`src/sv/asgr_pkg.sv`:
```
package asgr_pkg;

   localparam int MaxBytesDefault = 32;
   localparam int QueueDepth      = 2;

   localparam logic [7:0] ChEsc    = 8'h1B;
   localparam logic [7:0] ChOpen   = 8'h5B;
   localparam logic [7:0] ChSemi   = 8'h3B;
   localparam logic [7:0] ChEnd    = 8'h6D;
   localparam logic [7:0] ChDigLo  = 8'h30;
   localparam logic [7:0] ChDigHi  = 8'h39;
   localparam logic [7:0] ColourLo = 8'd30;
   localparam logic [7:0] ColourHi = 8'd37;

   // byte classes as seen by the parser
   typedef enum logic [2:0] {
      CLS_ESC,
      CLS_OPEN,
      CLS_SEMI,
      CLS_END,
      CLS_DIGIT,
      CLS_OTHER
   } asgr_class_type;

   typedef enum logic [1:0] {
      PH_BRACKET,
      PH_DIGIT,
      PH_NUMBER
   } asgr_phase_type;

   typedef struct packed {
      logic           mode;
      asgr_class_type cls;
      logic [3:0]     digit;
   } asgr_item_type;

   typedef struct packed {
      logic       accepted;
      logic       complete;
      logic       abandoned;
      logic       valid_res;
      logic [2:0] attr_code;
      logic       color_present;
      logic [2:0] color_code;
   } asgr_result_type;

   // dense attribute code; bit 3 flags an accepted number
   function automatic logic [3:0] attr_map(input logic [7:0] n);
      logic [3:0] r;
      case (n)
         8'd0:    r = 4'b1_000;
         8'd1:    r = 4'b1_001;
         8'd2:    r = 4'b1_010;
         8'd3:    r = 4'b1_011;
         8'd5:    r = 4'b1_100;
         8'd7:    r = 4'b1_101;
         8'd8:    r = 4'b1_110;
         default: r = 4'b0_000;
      endcase
      return r;
   endfunction

endpackage

```
`src/sv/asgr_if.sv`:
```
interface asgr_req_if;
   logic       valid;
   logic       ready;
   logic       mode;
   logic [7:0] byte_in;

   modport source (output valid, output mode, output byte_in, input ready);
   modport sink   (input valid, input mode, input byte_in, output ready);
endinterface

interface asgr_rsp_if;
   logic       valid;
   logic       ready;
   logic       accepted;
   logic       complete;
   logic       abandoned;
   logic       valid_res;
   logic [2:0] attr_code;
   logic       color_present;
   logic [2:0] color_code;

   modport source (output valid, output accepted, output complete, output abandoned,
                   output valid_res, output attr_code, output color_present,
                   output color_code, input ready);
   modport sink   (input valid, input accepted, input complete, input abandoned,
                   input valid_res, input attr_code, input color_present,
                   input color_code, output ready);
endinterface

```
`src/sv/ansi_sgr_sequence_parser.sv`:
```
// sgr escape parser: one result per transaction; each transaction passes through the queue
// and then the back end result register before its result is ready
// throughput one transaction per cycle while the result side does not stall, set by the parse update in the back end
// a two-entry queue and an output register let either side stall on its own; a full queue
// holds the request side until the cycle after the result side resumes
// reset is synchronous, active high: clears the queue, parse state and output valid
// no clearing pass, the block takes transactions in the first cycle after reset
module ansi_sgr_sequence_parser #(
   parameter int MAX_BYTES = asgr_pkg::MaxBytesDefault
) (
   input logic        clock,
   input logic        reset,
   asgr_req_if.sink   req,
   asgr_rsp_if.source rsp
);

   // front to queue
   logic                    push_valid;
   logic                    push_ready;
   asgr_pkg::asgr_item_type push_item;

   // queue to back end
   logic                    pop_valid;
   logic                    pop_ready;
   asgr_pkg::asgr_item_type pop_item;

   // front: byte classification, no state
   asgr_front u_front (
      .req        (req),
      .push_valid (push_valid),
      .push_item  (push_item),
      .push_ready (push_ready)
   );

   // decouples the request side from the result side
   asgr_queue u_queue (
      .clock      (clock),
      .reset      (reset),
      .push_valid (push_valid),
      .push_item  (push_item),
      .push_ready (push_ready),
      .pop_valid  (pop_valid),
      .pop_item   (pop_item),
      .pop_ready  (pop_ready)
   );

   // back end: length limit, end-of-sequence hold, digit accumulators, result register
   asgr_back #(
      .MAX_BYTES (MAX_BYTES)
   ) u_back (
      .clock      (clock),
      .reset      (reset),
      .item_valid (pop_valid),
      .item       (pop_item),
      .item_ready (pop_ready),
      .rsp        (rsp)
   );

endmodule

```
`src/sv/asgr_front.sv`:
```
module asgr_front (
   asgr_req_if.sink              req,
   output logic                  push_valid,
   output asgr_pkg::asgr_item_type push_item,
   input  logic                  push_ready
);

   asgr_pkg::asgr_class_type cls;

   always_comb begin
      unique case (req.byte_in) inside
         asgr_pkg::ChEsc:                         cls = asgr_pkg::CLS_ESC;
         asgr_pkg::ChOpen:                        cls = asgr_pkg::CLS_OPEN;
         asgr_pkg::ChSemi:                        cls = asgr_pkg::CLS_SEMI;
         asgr_pkg::ChEnd:                         cls = asgr_pkg::CLS_END;
         [asgr_pkg::ChDigLo:asgr_pkg::ChDigHi]:   cls = asgr_pkg::CLS_DIGIT;
         default:                                 cls = asgr_pkg::CLS_OTHER;
      endcase
   end

   assign push_valid      = req.valid;
   assign push_item.mode  = req.mode;
   assign push_item.cls   = cls;
   assign push_item.digit = req.byte_in[3:0];
   assign req.ready       = push_ready;

endmodule

```
`src/sv/asgr_queue.sv`:
```
module asgr_queue (
   input  logic                    clock,
   input  logic                    reset,
   input  logic                    push_valid,
   input  asgr_pkg::asgr_item_type push_item,
   output logic                    push_ready,
   output logic                    pop_valid,
   output asgr_pkg::asgr_item_type pop_item,
   input  logic                    pop_ready
);

   localparam int PtrW = $clog2(asgr_pkg::QueueDepth);
   localparam int CntW = $clog2(asgr_pkg::QueueDepth + 1);

   asgr_pkg::asgr_item_type entry_ff [asgr_pkg::QueueDepth];
   logic [PtrW-1:0] wr_ptr_ff, wr_ptr_in;
   logic [PtrW-1:0] rd_ptr_ff, rd_ptr_in;
   logic [CntW-1:0] count_ff, count_in;
   logic            push, pop;

   assign push_ready = (count_ff != CntW'(asgr_pkg::QueueDepth));
   assign pop_valid  = (count_ff != '0);
   assign pop_item   = entry_ff[rd_ptr_ff];
   assign push       = push_valid && push_ready;
   assign pop        = pop_valid && pop_ready;

   // pointers wrap at the depth
   always_comb begin
      wr_ptr_in = wr_ptr_ff;
      rd_ptr_in = rd_ptr_ff;
      count_in  = count_ff;
      if (push) begin
         wr_ptr_in = (wr_ptr_ff == PtrW'(asgr_pkg::QueueDepth - 1)) ? '0 : wr_ptr_ff + 1'b1;
      end
      if (pop) begin
         rd_ptr_in = (rd_ptr_ff == PtrW'(asgr_pkg::QueueDepth - 1)) ? '0 : rd_ptr_ff + 1'b1;
      end
      if (push && !pop) begin
         count_in = count_ff + 1'b1;
      end else if (pop && !push) begin
         count_in = count_ff - 1'b1;
      end
   end

   always_ff @(posedge clock) begin
      if (reset) begin
         wr_ptr_ff <= '0;
         rd_ptr_ff <= '0;
         count_ff  <= '0;
      end else begin
         wr_ptr_ff <= wr_ptr_in;
         rd_ptr_ff <= rd_ptr_in;
         count_ff  <= count_in;
      end
   end

   always_ff @(posedge clock) begin
      if (push) begin
         entry_ff[wr_ptr_ff] <= push_item;
      end
   end

endmodule

```
`src/sv/asgr_back.sv`:
```
module asgr_back #(
   parameter int MAX_BYTES = asgr_pkg::MaxBytesDefault
) (
   input  logic                    clock,
   input  logic                    reset,
   input  logic                    item_valid,
   input  asgr_pkg::asgr_item_type item,
   output logic                    item_ready,
   asgr_rsp_if.source              rsp
);

   localparam int LenW = $clog2(MAX_BYTES + 1);

   logic [LenW-1:0]          len_ff, len_in;
   logic                     hold_ff, hold_in;
   asgr_pkg::asgr_phase_type phase_ff, phase_in;
   logic [1:0]               count_ff, count_in;
   logic [7:0]               accum_ff, accum_in;
   logic [7:0]               first_ff, first_in;
   logic [7:0]               second_ff, second_in;
   logic                     err_ff, err_in;
   logic                     out_valid_ff, out_valid_in;
   asgr_pkg::asgr_result_type res_ff, res_in;

   logic        adv;
   logic [11:0] accum_next;
   logic [7:0]  accum_sat;
   logic [7:0]  attr_n, fg_n;
   logic [3:0]  attr_m;
   logic        has_fg, fg_ok, form_ok;

   assign item_ready = !out_valid_ff || rsp.ready;
   assign adv        = item_valid && item_ready;

   // accum * 10 + digit, saturating at 255
   assign accum_next = {1'b0, accum_ff, 3'b000} + {3'b000, accum_ff, 1'b0} + {8'h00, item.digit};
   assign accum_sat  = (accum_next > 12'd255) ? 8'hFF : accum_next[7:0];

   // next state
   always_comb begin
      len_in    = len_ff;
      hold_in   = hold_ff;
      phase_in  = phase_ff;
      count_in  = count_ff;
      accum_in  = accum_ff;
      first_in  = first_ff;
      second_in = second_ff;
      err_in    = err_ff;
      if (adv && item.mode) begin
         len_in    = '0;
         hold_in   = 1'b0;
         phase_in  = asgr_pkg::PH_BRACKET;
         count_in  = '0;
         accum_in  = '0;
         first_in  = '0;
         second_in = '0;
         err_in    = 1'b0;
      end else if (adv && !hold_ff) begin
         if (len_ff == '0) begin
            if (item.cls == asgr_pkg::CLS_ESC) begin
               len_in    = LenW'(1);
               phase_in  = asgr_pkg::PH_BRACKET;
               count_in  = '0;
               accum_in  = '0;
               first_in  = '0;
               second_in = '0;
               err_in    = 1'b0;
            end
         end else if (len_ff < LenW'(MAX_BYTES)) begin
            len_in = len_ff + 1'b1;
            if (item.cls == asgr_pkg::CLS_END) begin
               hold_in = 1'b1;
            end else if (!err_ff) begin
               if (phase_ff == asgr_pkg::PH_BRACKET) begin
                  if (item.cls == asgr_pkg::CLS_OPEN) begin
                     phase_in = asgr_pkg::PH_DIGIT;
                  end else begin
                     err_in = 1'b1;
                  end
               end else if (item.cls == asgr_pkg::CLS_DIGIT) begin
                  accum_in = accum_sat;
                  phase_in = asgr_pkg::PH_NUMBER;
               end else if (item.cls == asgr_pkg::CLS_SEMI &&
                            phase_ff == asgr_pkg::PH_NUMBER && count_ff < 2'd2) begin
                  if (count_ff == 2'd0) begin
                     first_in = accum_ff;
                  end else begin
                     second_in = accum_ff;
                  end
                  count_in = count_ff + 1'b1;
                  accum_in = '0;
                  phase_in = asgr_pkg::PH_DIGIT;
               end else begin
                  err_in = 1'b1;
               end
            end
         end else begin
            len_in    = '0;
            hold_in   = 1'b0;
            phase_in  = asgr_pkg::PH_BRACKET;
            count_in  = '0;
            accum_in  = '0;
            first_in  = '0;
            second_in = '0;
            err_in    = 1'b0;
         end
      end
   end

   // completion check
   assign attr_n  = (count_ff == 2'd0) ? accum_ff : first_ff;
   assign has_fg  = (count_ff != 2'd0);
   assign fg_n    = (count_ff == 2'd1) ? accum_ff : second_ff;
   assign attr_m  = asgr_pkg::attr_map(attr_n);
   assign fg_ok   = (fg_n >= asgr_pkg::ColourLo) && (fg_n <= asgr_pkg::ColourHi);
   assign form_ok = !err_ff && (phase_ff == asgr_pkg::PH_NUMBER);

   // result fields
   always_comb begin
      res_in = '0;
      if (!item.mode && !hold_ff) begin
         if (len_ff == '0) begin
            res_in.accepted = (item.cls == asgr_pkg::CLS_ESC);
         end else if (len_ff < LenW'(MAX_BYTES)) begin
            res_in.accepted = 1'b1;
            if (item.cls == asgr_pkg::CLS_END) begin
               res_in.complete = 1'b1;
               if (form_ok && attr_m[3] && (!has_fg || fg_ok)) begin
                  res_in.valid_res     = 1'b1;
                  res_in.attr_code     = attr_m[2:0];
                  res_in.color_present = has_fg;
                  res_in.color_code    = has_fg ? 3'(fg_n - asgr_pkg::ColourLo) : 3'd0;
               end
            end
         end else begin
            res_in.accepted  = 1'b1;
            res_in.abandoned = 1'b1;
         end
      end
   end

   assign out_valid_in = adv ? 1'b1 : (rsp.ready ? 1'b0 : out_valid_ff);

   always_ff @(posedge clock) begin
      if (reset) begin
         len_ff       <= '0;
         hold_ff      <= 1'b0;
         phase_ff     <= asgr_pkg::PH_BRACKET;
         count_ff     <= '0;
         accum_ff     <= '0;
         first_ff     <= '0;
         second_ff    <= '0;
         err_ff       <= 1'b0;
         out_valid_ff <= 1'b0;
      end else begin
         len_ff       <= len_in;
         hold_ff      <= hold_in;
         phase_ff     <= phase_in;
         count_ff     <= count_in;
         accum_ff     <= accum_in;
         first_ff     <= first_in;
         second_ff    <= second_in;
         err_ff       <= err_in;
         out_valid_ff <= out_valid_in;
      end
   end

   always_ff @(posedge clock) begin
      if (adv) begin
         res_ff <= res_in;
      end
   end

   assign rsp.valid         = out_valid_ff;
   assign rsp.accepted      = res_ff.accepted;
   assign rsp.complete      = res_ff.complete;
   assign rsp.abandoned     = res_ff.abandoned;
   assign rsp.valid_res     = res_ff.valid_res;
   assign rsp.attr_code     = res_ff.attr_code;
   assign rsp.color_present = res_ff.color_present;
   assign rsp.color_code    = res_ff.color_code;

endmodule
```
`src/flat_wrapper.sv`:
```
// flat-port wrapper written by rule: the top's interface ports become plain ports
module ansi_sgr_sequence_parser_flat 
#(
   parameter int MAX_BYTES = asgr_pkg::MaxBytesDefault
)
  (clock, reset, req_valid, req_mode, req_byte_in, req_ready, rsp_valid, rsp_accepted, rsp_complete, rsp_abandoned, rsp_valid_res, rsp_attr_code, rsp_color_present, rsp_color_code, rsp_ready);
  asgr_req_if req_i ();
  asgr_rsp_if rsp_i ();
  input logic clock;
  input logic reset;
  input wire logic [$bits(req_i.valid)-1:0] req_valid;
  input wire logic [$bits(req_i.mode)-1:0] req_mode;
  input wire logic [$bits(req_i.byte_in)-1:0] req_byte_in;
  output wire logic [$bits(req_i.ready)-1:0] req_ready;
  output wire logic [$bits(rsp_i.valid)-1:0] rsp_valid;
  output wire logic [$bits(rsp_i.accepted)-1:0] rsp_accepted;
  output wire logic [$bits(rsp_i.complete)-1:0] rsp_complete;
  output wire logic [$bits(rsp_i.abandoned)-1:0] rsp_abandoned;
  output wire logic [$bits(rsp_i.valid_res)-1:0] rsp_valid_res;
  output wire logic [$bits(rsp_i.attr_code)-1:0] rsp_attr_code;
  output wire logic [$bits(rsp_i.color_present)-1:0] rsp_color_present;
  output wire logic [$bits(rsp_i.color_code)-1:0] rsp_color_code;
  input wire logic [$bits(rsp_i.ready)-1:0] rsp_ready;
  assign req_i.valid = req_valid;
  assign req_i.mode = req_mode;
  assign req_i.byte_in = req_byte_in;
  assign req_ready = req_i.ready;
  assign rsp_valid = rsp_i.valid;
  assign rsp_accepted = rsp_i.accepted;
  assign rsp_complete = rsp_i.complete;
  assign rsp_abandoned = rsp_i.abandoned;
  assign rsp_valid_res = rsp_i.valid_res;
  assign rsp_attr_code = rsp_i.attr_code;
  assign rsp_color_present = rsp_i.color_present;
  assign rsp_color_code = rsp_i.color_code;
  assign rsp_i.ready = rsp_ready;
  ansi_sgr_sequence_parser #(.MAX_BYTES(MAX_BYTES)) u_core (.clock(clock), .reset(reset), .req(req_i), .rsp(rsp_i));
endmodule
```
`config.mk`:
```
export PLATFORM = sky130hd
export DESIGN_NAME = ansi_sgr_sequence_parser_flat
export DESIGN_NICKNAME = d
export VERILOG_FILES = /design/src/sv/asgr_pkg.sv /design/src/sv/asgr_if.sv /design/src/sv/ansi_sgr_sequence_parser.sv /design/src/sv/asgr_front.sv /design/src/sv/asgr_queue.sv /design/src/sv/asgr_back.sv /design/src/flat_wrapper.sv
export SDC_FILE = /design/constraint.sdc
export NUM_CORES = 1
export LEC_CHECK = 0
export BUFFER_PORTS_ARGS = -buffer_cell sky130_fd_sc_hd__clkbuf_2
export CORE_ASPECT_RATIO = 0.7
export CORE_MARGIN = 10
export CORE_UTILIZATION = 61
export CTS_CLUSTER_SIZE = 12
export DETAILED_ROUTE_END_ITERATION = 12
export PLACE_DENSITY_LB_ADDON = 0.12
export SLEW_MARGIN = 20
export SYNTH_ARGS = -nofsm -noshare
export SYNTH_HDL_FRONTEND = slang
export SYNTH_SLANG_ARGS = --single-unit
```
`constraint.sdc`:
```
create_clock -name clock -period 4 [get_ports clock]
set_input_delay 1 -clock clock [delete_from_list [all_inputs] [get_ports clock]]
set_output_delay 1 -clock clock [all_outputs]
set_load 0.02 [all_outputs]
```
== Word-level counts from Yosys, hierarchy flattened ==
Memory sizes are Yosys's and may differ from the RTL's. A register that Yosys moved wholly into a read port is not among the register bits.
Index checks and enable logic that the tools add are counted.

* Register bits after elaboration: 52
* RAM bits: 16
* Logic and storage cells: 188
* Memories kept: 1

* $add $sub $neg: 9
* $lt $le $gt $ge: 7
* Eq/ne operators: 28
* Muxes and demuxes: 73
* Bitwise logic cells: 6
* Reductions and logical operators: 45

{| class="wikitable"
|+ Memory list
! memory !! depth !! bits a word !! read ports !! clocked after Yosys merged registers in !! wr ports !! line !! RTL
|-
| u_core.u_queue.entry_ff || 2 || 8 || 1 || 1 || 1 || asgr_queue.sv:15 || <nowiki>asgr_pkg::asgr_item_type entry_ff [asgr_pkg::QueueDepth];</nowiki>
|}

{| class="wikitable"
|+ Operator list
! operator !! number
|-
| $mux W8 || 27
|-
| $mux W2 || 18
|-
| $pmux W4 S7 || 1
|-
| $mux W1 || 22
|-
| $mux W6 || 3
|-
| $ne A3 B3 Y1 const B || 6
|-
| $eq A8 B2 Y1 const B || 2
|-
| $eq A8 B3 Y1 const B || 2
|-
| $eq A8 B7 Y1 const B || 2
|-
| $le A8 B6 Y1 const B || 2
|-
| $pmux W3 S5 || 1
|-
| $logic_and A1 B1 Y1 || 14
|-
| $add A11 B9 Y12 || 1
|-
| $add A12 B4 Y12 || 1
|-
| $gt A12 B8 Y1 const B || 1
|-
| $reduce_and A6 Y1 || 2
|-
| $eq A8 B1 Y1 const B || 1
|-
| $eq A8 B4 Y1 const B || 1
|-
| $eq A8 B5 Y1 const B || 1
|-
| $eq A8 B6 Y1 const B || 1
|-
| $ge A8 B5 Y1 const B || 1
|-
| $ge A8 B6 Y1 const B || 1
|-
| $logic_not A8 Y1 || 1
|-
| $ne A4 B4 Y1 const B || 2
|-
| 32 further kinds || 54
|}

== Longest topological paths before layout ==
Gate-level depths: netlist of the first run.

* Depth after elaboration: 10
* Gate-level depth with buffers: 11
* Gate-level depth less buffers: 10

== By module ==
Synthesis of the first run repeated with hierarchy kept, for this count alone.

* Cells, all modules: 381
* Area total of the unflattened synthesis: 3716.1 µm²

{| class="wikitable"
|+ Modules (own cells, without submodules)
! module !! instances !! cells an instance !! area each (µm²)
|-
| asgr_back || 1 || 312 || 2770.2
|-
| asgr_queue || 1 || 49 || 805.8
|-
| asgr_front || 1 || 20 || 140.1
|}

== Worst setup path before layout of the first run ==
No wires, ideal clock.

* Kind: register -> register
* From: register (tool-made name)
* To: register u_core.u_back.accum_ff[0]
* Library setup time: 0.114 ns
* Arrival: 3.300 ns
* Required time: 3.886 ns
* Path slack: 0.586 ns
* Stages on the path, launching flop included: 12
* Buffers on the path: 1
* Cell sequence: dfxtp_1 > buf_4 > mux2_2 > ha_1 > ha_1 > fa_1 > a211oi_2 > nor4_2 > or3_4 > a2111oi_4 > a31oi_1 > a21o_1

{| class="wikitable"
|+ RTL lines
! item !! line !! RTL
|-
| to (signal assigned) || asgr_back.sv:160 || <nowiki>accum_ff <= accum_in;</nowiki>
|-
| to (decl) || asgr_back.sv:18 || <nowiki>logic [7:0] accum_ff, accum_in;</nowiki>
|}

==> results of run 1 <==
==> cells in the final DEF (no fill, tap or decap), drive strengths merged, types with 2 or more instances in the layout <==
master / count
o31ai: 2
nand2: 17
nand3: 5
a31oi: 11
nand2b: 3
a2111oi: 4
fa: 2
nor3: 12
or2: 2
and2: 7
xor2: 8
a211oi: 9
clkinv: 3
edfxtp: 27
nor4b: 3
a22oi: 4
inv: 23
nand4: 4
dfxtp: 42
o21ai: 8
a21o: 14
o221ai: 2
o21a: 2
ha: 20
clkbuf: 36
mux2i: 17
nand3b: 2
buf: 3
nor2b: 3
xnor2: 6
and4: 2
or3b: 3
or3: 4
nor4: 5
a32oi: 2
o211ai: 3
mux2: 7
nor2: 63
a21oi: 19
==> flip-flops by register name (all words and copies together), names as in the netlist, named ones only <==
| name | count |
|---|---|
| u_core.u_back.rsp.color_code | 3 |
| u_core.u_queue.count_ff | 2 |
| u_core.u_back.phase_ff | 2 |
| u_core.u_back.accum_ff | 8 |
| u_core.u_back.rsp.complete | 1 |
| u_core.u_back.rsp.valid_res | 1 |
| u_core.u_back.count_ff | 2 |
| u_core.u_back.len_ff | 6 |
| u_core.u_back.rsp.color_present | 1 |
| u_core.u_queue.wr_ptr_ff | 1 |
| u_core.u_back.rsp.valid | 1 |
| u_core.u_back.rsp.attr_code | 3 |
| u_core.u_back.first_ff | 8 |
| u_core.u_back.rsp.abandoned | 1 |
| u_core.u_queue.entry_ff | 16 |
| u_core.u_back.second_ff | 8 |
| u_core.u_queue.rd_ptr_ff | 1 |
| u_core.u_back.rsp.accepted | 1 |
| u_core.u_back.err_ff | 1 |
| u_core.u_back.hold_ff | 1 |
==> area by class of cell <==
cell class,instances,area [µm²]
multi-input combinational,289,2100
fill,487,1980
sequential,69,1650
timing repair buffer,28,148
clock buffer,11,131
tap,78,97.6
inverter,21,78.8
clock inverter,5,27.5
==> critical path, cell delays in order, from the launching register on <==
cell	delay (ns)
dfxtp_1	0.41
mux2_2	0.37
ha_1	0.28
ha_1	0.24
fa_1	0.44
a211oi_2	0.33
nor4_2	0.09
or3_4	0.35
a2111oi_4	0.58
a31oi_1	0.19
a21o_1	0.19
==> routing by layer <==
metal | vias up | routed length (µm)
met5 | - | 0
met4 | 0 | 85
met3 | 8 | 603
met2 | 110 | 3330
met1 | 1422 | 3910
li1 | 1490 | -
==> cells in the mapped netlist, drive strengths merged (2+ instances only) <==
cell type	instances
o21a	2
nor2b	3
a21oi	19
nand2b	3
a32oi	2
a21o	14
mux2i	17
a31oi	11
mux2	7
and4	2
clkbuf	4
ha	20
nand4	4
inv	21
nor3	12
o211ai	3
and2	7
a211oi	9
nand2	17
or3b	3
a2111oi	4
xor2	8
nor4	5
xnor2	6
nor4b	3
o21ai	8
o221ai	2
buf	5
nor2	63
a22oi	4
nand3b	2
o31ai	2
or2	2
nand3	5
dfxtp	42
or3	4
edfxtp	27
fa	2
==> worst max-delay path by stage <==
stage	startpoint	endpoint	slack [ns]	cells past startpoint
global route	register	u_core.u_back.accum_ff[4]$_SDFFE_PP0P_	0.29	10
finish	register	u_core.u_back.accum_ff[4]$_SDFFE_PP0P_	0.43	10
floorplan	register	u_core.u_back.accum_ff[0]$_SDFFE_PP0P_	0.59	11
CTS	register	u_core.u_back.accum_ff[4]$_SDFFE_PP0P_	0.44	10
global placement	register	u_core.u_back.accum_ff[0]$_SDFFE_PP0P_	0.58	10
detailed placement	register	u_core.u_back.accum_ff[4]$_SDFFE_PP0P_	0.46	10
==> cell families after synthesis <==
logic type / after synthesis
AND/OR/NAND/NOR: 140
AO/OA/AOI/OAI: 89
buffers and inverters: 30
XOR/XNOR: 14
flip-flops: 69
multiplexers: 24
adder cells (fa/ha/maj): 22
==> power breakdown <==
| group | switching (mW) | leakage, nW | internal, mW |
|---|---|---|---|
| clock network | 0.253 | 0.0877 | 0.223 |
| logic | 0.276 | 1.06 | 0.135 |
| registers | 0.0385 | 0.589 | 0.837 |
==> flow_summary.ini, run 1 <==
[routing]
post_drt_wl_per_cell_um = 15.8
drt-total-wl_um = 7930
drt_iter0_drc = 184
drcViolationCount = 0
ant_nets = 0
vias = 3030
routed_via_density = 6.05
firstDrtPassIters = 5

[power_and_ir_drop]
leakage_nw = 1.74
p_per_area_mw_per_mm2 = 416
power.total_mw = 1.76
vdd_ir_drop_max_uv = 299

[worst_setup_path]
crit_path_start_kind = register
critPathRequiredTime_ns = 4.24
cp.arrival_ns = 3.81
r2r_slack_ns = 0.43
critical_path_class = reg2reg
crit_path_end_kind = register
reg2reg_to = u_core.u_back.accum_ff[4]$_SDFFE_PP0P_
reg2regPathDepth = 10
worstPathMaxFanout = 8

[global_route]
use_met3_pct = 5.04
top_usage_layer = met2
grt_pass1_wl_um = 13000
grt_pass1_vias = 2774
antenna_found_initial = 0
track_usage_pct = 15.9
overflow = 0
use_met1_pct = 22.2
grtUsageMet2_pct = 22.7
grt_max_degree = 26

[cts]
clk_latency_ns = 0.34
htree_levels = 3
clockBufferDepth = 2
cts_tree = yes
cts_hold_buffers = 0
post_cts_buffers = 0
cts_root_buf = clkbuf_8
clkTransAtPathRegs_ns = 0.07
ctsResizeCount = 0
clkSinkCount = 69
cts_made_buffers = 9

[floorplanning]
num_rows = 24
fp.dieH_um = 86.8
die_area_mm2 = 0.0100
num_io_pins = 26
core_mm2 = 0.00622
start_util_pct = 62.6
die_w_um = 115

[layout]
fin_area_mm2 = 0.00424
nets = 453
num_antenna_cells = 0
layout-drive-gt1-share_pct = 18.2
area_growth_pct = 9.01
layoutNonFillerInstCount = 501
utilization_pct = 68.2

[timing]
worst_slack_ns = 0.432
clock_skew_ns = 0.00722
worst_pin_slew_ns = 0.884
finalSetupTns_ns = 0
maxSlewViolCount = 0
slew_headroom_pct = 40.8
period_share_pct = 89.2
period_minus_slack_ns = 3.57
fmax_mhz = 280
hold_viol = 0
holdWs_ns = 0.484
rsz0062_at_grt = no
setup_violations = 0

[synth]
ys_ff_latch = 69
synth_ff_type = dfxtp_1
synthAdderAreaFrac_pct = 7.46
synth-simple-area-share_pct = 19.1
yosys-top-cells-area = dfxtp_1 (22%), edfxtp_1 (21%), ha_1 (6.4%)
yosysUniqueCellTypes = 72
synth_compound_area_share_pct = 17.9
yosysSeqAreaShare_pct = 42.5
netlist_instances = 388
synth_top_area_share_pct = 21.6
synth_top_family_by_area = simple AND/OR/NAND/NOR gates
syn-num-nets = 423
muxShareOfSynthArea_pct = 6.50
syn_area_mm2 = 0.00389
syn-mean-instance-area_um2 = 10.0
async_reset_ff_share_pct = 0
yosysWarningCount = 0
synth_edf_count = 27
synth_top_area_cell = dfxtp_1
synth-xor-area-share_pct = 3.15

[worst_hold_path]
hold_path.class = reg2reg
min_to = u_core.u_back.first_ff[2]$_SDFFE_PP0P_
holdPathStages = 2
min_from = u_core.u_back.first_ff[2]$_SDFFE_PP0P_

[outcome]
status = finished, final reports clean

[flow_run]
drv_cap = 0

[place]
port_buffers = 25
postPlaceCellArea_mm2 = 0.00408
hpwl_um = 5850
gp_congestion = 0.852
dpl_worst_slack_ns = 0.464
dp.cells = 485
Note: power is estimated with default switching activity, not from simulation.
==> run 2: changes to the inputs <==
- CORE_UTILIZATION: 61 -> 35
- RECOVER_POWER: default -> 100
==> run 2 against run 1 <==
  * Worst setup slack better by 0.056 ns
  * Utilization decreased by 28 points
  * Global-route usage decreased by 4.9 points
  * Cell count grew 16%
  * Fmax rose by 1.6%
  * Combinational power fell by 3%
  * Critical path type unchanged
  * Largest power group unchanged
  * Highest routed layer unchanged
==> flow_summary.ini, run 2 (synthesis results as in run 1) <==
[power_and_ir_drop]
leakage_nw = 1.76
vdd_ir_drop_max_uv = 197
power.total_mw = 2.07
p_per_area_mw_per_mm2 = 467

[timing]
hold_viol = 0
slew_headroom_pct = 16.9
worst_slack_ns = 0.488
finalSetupTns_ns = 0
period_share_pct = 87.8
worst_pin_slew_ns = 1.25
holdWs_ns = 0.485
rsz0062_at_grt = no
setup_violations = 0
period_minus_slack_ns = 3.51
clock_skew_ns = 0.00817
maxSlewViolCount = 0
fmax_mhz = 285

[global_route]
grt_max_degree = 26
overflow = 0
grt_pass1_vias = 2836
grt_pass1_wl_um = 14300
antenna_found_initial = 0
track_usage_pct = 11.1

[cts]
clkTransAtPathRegs_ns = 0.06
clk_latency_ns = 0.32
clkSinkCount = 69
cts_hold_buffers = 0
ctsResizeCount = 0
post_cts_buffers = 0
clockBufferDepth = 2
cts_tree = yes
cts_made_buffers = 9
htree_levels = 3
cts_root_buf = clkbuf_16

[worst_setup_path]
r2r_slack_ns = 0.49
critical_path_class = reg2reg
worst_path_most_repeated_cell = ha_1
critPathRequiredTime_ns = 4.21
slowest_delay_ns = 0.58
crit_path_end_kind = register
reg2reg_to = u_core.u_back.accum_ff[0]$_SDFFE_PP0P_
path_cells = mux2_2, ha_1, ha_1, fa_1, a211oi_2, nor4_1, or3_4, a2111oi_4, a31oi_1, a21o_1
crit_path_start_kind = register
worstPathMaxFanout = 8
reg2regPathDepth = 10
cp_slowest_cell = a2111oi_4
cp.arrival_ns = 3.73

[routing]
drcViolationCount = 0
routed_via_density = 4.99
ant_nets = 0
drt_iter0_drc = 157
vias = 2891
firstDrtPassIters = 4
post_drt_wl_per_cell_um = 15.0
drt-total-wl_um = 8710

[place]
port_buffers = 25
dpl_worst_slack_ns = 0.486
gp_congestion = 0.784
postPlaceCellArea_mm2 = 0.00419
hpwl_um = 6470

[worst_hold_path]
hold_path.class = reg2reg
min_to = u_core.u_back.first_ff[0]$_SDFFE_PP0P_
holdPathStages = 2
min_from = u_core.u_back.first_ff[0]$_SDFFE_PP0P_

[layout]
num_antenna_cells = 0
layout-drive-gt1-share_pct = 12.0
final_common_cell = nor2_1
fin_area_mm2 = 0.00443
final_cell_mix = nor2_1 (63), dfxtp_1 (42), edfxtp_1 (27), clkbuf_1 (23), inv_1 (21)
largest_register = u_core.u_queue.entry_ff
nets = 456
largest_register_ffs = 16
area_growth_pct = 13.8

[floorplanning]
die_area_mm2 = 0.0158
num_io_pins = 26
start_util_pct = 35.6
die_w_um = 146
num_rows = 32
fp.dieH_um = 108
core_mm2 = 0.0109

[flow_run]
drv_cap = 0

[outcome]
status = finished, final reports clean
run 2: routing by layer:
| metal | vias up | global-route usage [%] | part of all wire [%] |
|---|---|---|---|
| met5 | - | 0 | 0 |
| met4 | 0 | 2.85 | 0.36 |
| met3 | 4 | 3.42 | 3.4 |
| met2 | 48 | 15.4 | 41 |
| met1 | 1346 | 16.1 | 56 |
| li1 | 1493 | - | - |
run 2: cell type report:
class | count | area (µm²)
Inverter | 21 | 78.8
Clock inverter | 4 | 46.3
Multi-Input combinational cell | 289 | 2070
Tap cell | 153 | 191
Sequential cell | 69 | 1650
Clock buffer | 12 | 256
Fill cell | 1103 | 6500
Timing Repair Buffer | 31 | 135
run 2: worst max path at each step:
stage	endpoint	slack, ns	cells past startpoint
floorplan	u_core.u_back.accum_ff[0]$_SDFFE_PP0P_	0.59	11
global placement	u_core.u_back.accum_ff[0]$_SDFFE_PP0P_	0.51	10
detailed placement	u_core.u_back.accum_ff[0]$_SDFFE_PP0P_	0.49	10
CTS	u_core.u_back.accum_ff[0]$_SDFFE_PP0P_	0.46	10
global route	u_core.u_back.accum_ff[6]$_SDFFE_PP0P_	0.23	10
finish	u_core.u_back.accum_ff[0]$_SDFFE_PP0P_	0.49	10
run 2: power by group:
| group | leakage, nW | internal, mW | switching (mW) | total (mW) |
|---|---|---|---|---|
| registers | 0.589 | 0.838 | 0.0352 | 0.873 |
| clock network | 0.153 | 0.515 | 0.281 | 0.795 |
| logic | 1.02 | 0.118 | 0.280 | 0.398 |
run 2: critical path, delay by kind of cell, from the launching register on:
family	cells	cell delay (ns)
AO/OA/AOI/OAI	4	1.22
adder cells (fa/ha/maj)	3	0.97
AND/OR/NAND/NOR	2	0.45
flip-flops	1	0.39
multiplexers	1	0.36
run 2: through the flow:
| step | utilization (%) | cells |
|---|---|---|
| 3_3_place_gp | 38.4 | 563 |
| 5_1_grt | 40.5 | 579 |
| 2_1_floorplan | - | 388 |
| 6_report | 40.5 | 579 |
| 4_1_cts | 41.1 | 579 |
| 3_5_place_dp | 38.4 | 563 |
==> run 3: changes to the inputs <==
- RECOVER_POWER: 100 -> default
==> run 3 against run 2 <==
  * Clock power hardly changed
  * Worst hold slack better by 0.0039 ns
  * Power is 1.3% higher
  * Largest cell class unchanged
  * Largest power group unchanged
==> flow_summary.ini, run 3 (synthesis results as in run 1) <==
[worst_hold_path]
min_to = u_core.u_back.second_ff[0]$_SDFFE_PP0P_
min_from = u_core.u_back.second_ff[0]$_SDFFE_PP0P_
hold_path.class = reg2reg
holdPathStages = 2

[layout]
fin_area_mm2 = 0.00450
multi_input_area_mm2 = 0.00210
final_common_cell = nor2_1
seqCellArea_mm2 = 0.00165
num_antenna_cells = 0
fillCellCount = 1085
largest_register = u_core.u_queue.entry_ff
utilization_pct = 41.1
final_cell_mix = nor2_1 (63), dfxtp_1 (42), edfxtp_1 (27), clkbuf_2 (25), inv_1 (21)
area_growth_pct = 15.6
largest_register_ffs = 16
layout-drive-gt1-share_pct = 18.8
nets = 456
layoutNonFillerInstCount = 579

[timing]
setup_violations = 0
maxSlewViolCount = 0
clock_skew_ns = 0.00758
period_share_pct = 88.4
period_minus_slack_ns = 3.54
fmax_mhz = 283
holdWs_ns = 0.489
rsz0062_at_grt = no
worst_pin_slew_ns = 0.945
hold_viol = 0
slew_headroom_pct = 36.8
finalSetupTns_ns = 0

[place]
port_buffers = 25
dp.cells = 563
hpwl_um = 6470
gp_congestion = 0.784
postPlaceCellArea_mm2 = 0.00419

[floorplanning]
die_w_um = 146
num_io_pins = 26
start_util_pct = 35.6
fp.dieH_um = 108
core_mm2 = 0.0109
num_rows = 32
die_area_mm2 = 0.0158

[worst_setup_path]
reg2regPathDepth = 10
crit_path_end_kind = register
worst_path_most_repeated_cell = ha_1
critPathRequiredTime_ns = 4.21
slowest_delay_ns = 0.57
r2r_slack_ns = 0.46
crit_path_start_kind = register
reg2reg_to = u_core.u_back.accum_ff[0]$_SDFFE_PP0P_
critical_path_class = reg2reg
cp_slowest_cell = a2111oi_4
path_cells = mux2_2, ha_1, ha_1, fa_1, a211oi_2, nor4_2, or3_4, a2111oi_4, a31oi_1, a21o_1
cp.arrival_ns = 3.75
worstPathMaxFanout = 8

[global_route]
use_met3_pct = 3.42
top_usage_layer = met1
grt_pass1_wl_um = 14300
grtUsageMet2_pct = 15.4
grt_max_degree = 26
antenna_found_initial = 0
grt_pass1_vias = 2836
overflow = 0
track_usage_pct = 11.1
use_met1_pct = 16.1

[cts]
cts_root_buf = clkbuf_16
clkSinkCount = 69
clkTransAtPathRegs_ns = 0.05
post_cts_buffers = 0
clockBufferDepth = 2
htree_levels = 3
cts_hold_buffers = 0
clk_latency_ns = 0.32
cts_made_buffers = 9
cts_tree = yes
ctsResizeCount = 0

[routing]
vias = 2896
ant_nets = 0
drt-total-wl_um = 8670
post_drt_wl_per_cell_um = 15.0
firstDrtPassIters = 5
drt_iter0_drc = 168
drcViolationCount = 0
routed_via_density = 5.00

[outcome]
status = finished, final reports clean

[power_and_ir_drop]
vdd_ir_drop_max_uv = 198
leakage_nw = 1.82
p_per_area_mw_per_mm2 = 466

[flow_run]
drv_cap = 0
[run 3: changes by cell type in the layout (fill, tap and decap cells not counted), sizes merged]
cell / change
buf: +3
clkbuf: -3
[run 3: final cells by class]
class	instances	share of cell area, %
tap	153	4.26
multi-input combinational	289	46.7
clock inverter	4	1.03
inverter	21	1.75
clock buffer	12	5.70
timing repair buffer	31	3.78
sequential	69	36.7
[run 3: worst max path at each step]
stage,from,to,cells after the start
after floorplan,register,u_core.u_back.accum_ff[0]$_SDFFE_PP0P_,11
after global placement,register,u_core.u_back.accum_ff[0]$_SDFFE_PP0P_,10
after detailed placement,register,u_core.u_back.accum_ff[0]$_SDFFE_PP0P_,10
after CTS,register,u_core.u_back.accum_ff[0]$_SDFFE_PP0P_,10
after global routing,register,u_core.u_back.accum_ff[6]$_SDFFE_PP0P_,10
final,register,u_core.u_back.accum_ff[0]$_SDFFE_PP0P_,10
[run 3: through the flow]
| step | setup WS [ns] | total power [mW] |
|---|---|---|
| finish | 0.464 | 2.09 |
| global route | 0.238 | 2.21 |
| CTS | 0.461 | 2.13 |
| detailed placement | 0.486 | 1.32 |
| global placement | 0.511 | 1.32 |
| floorplan | 0.586 | 1.17 |
[run 3: power by group]
part	internal [mW]	switching, mW
combinational	0.142	0.283
clock	0.515	0.281
sequential	0.837	0.0356
total	1.49	0.600
[run 3: critical path: cells and delay by family (launching register included)]
family,cells,cell delay [ns]
simple gates,2,0.44
fa+ha+maj,3,0.97
flops,1,0.40
compound gates,4,1.25
mux,1,0.36
[run 3: routing by layer]
metal | wire length [µm] | share of wire, %
met3 | 334 | 3.9
met2 | 3520 | 41
met5 | 0 | 0
met1 | 4790 | 55
met4 | 31 | 0.36
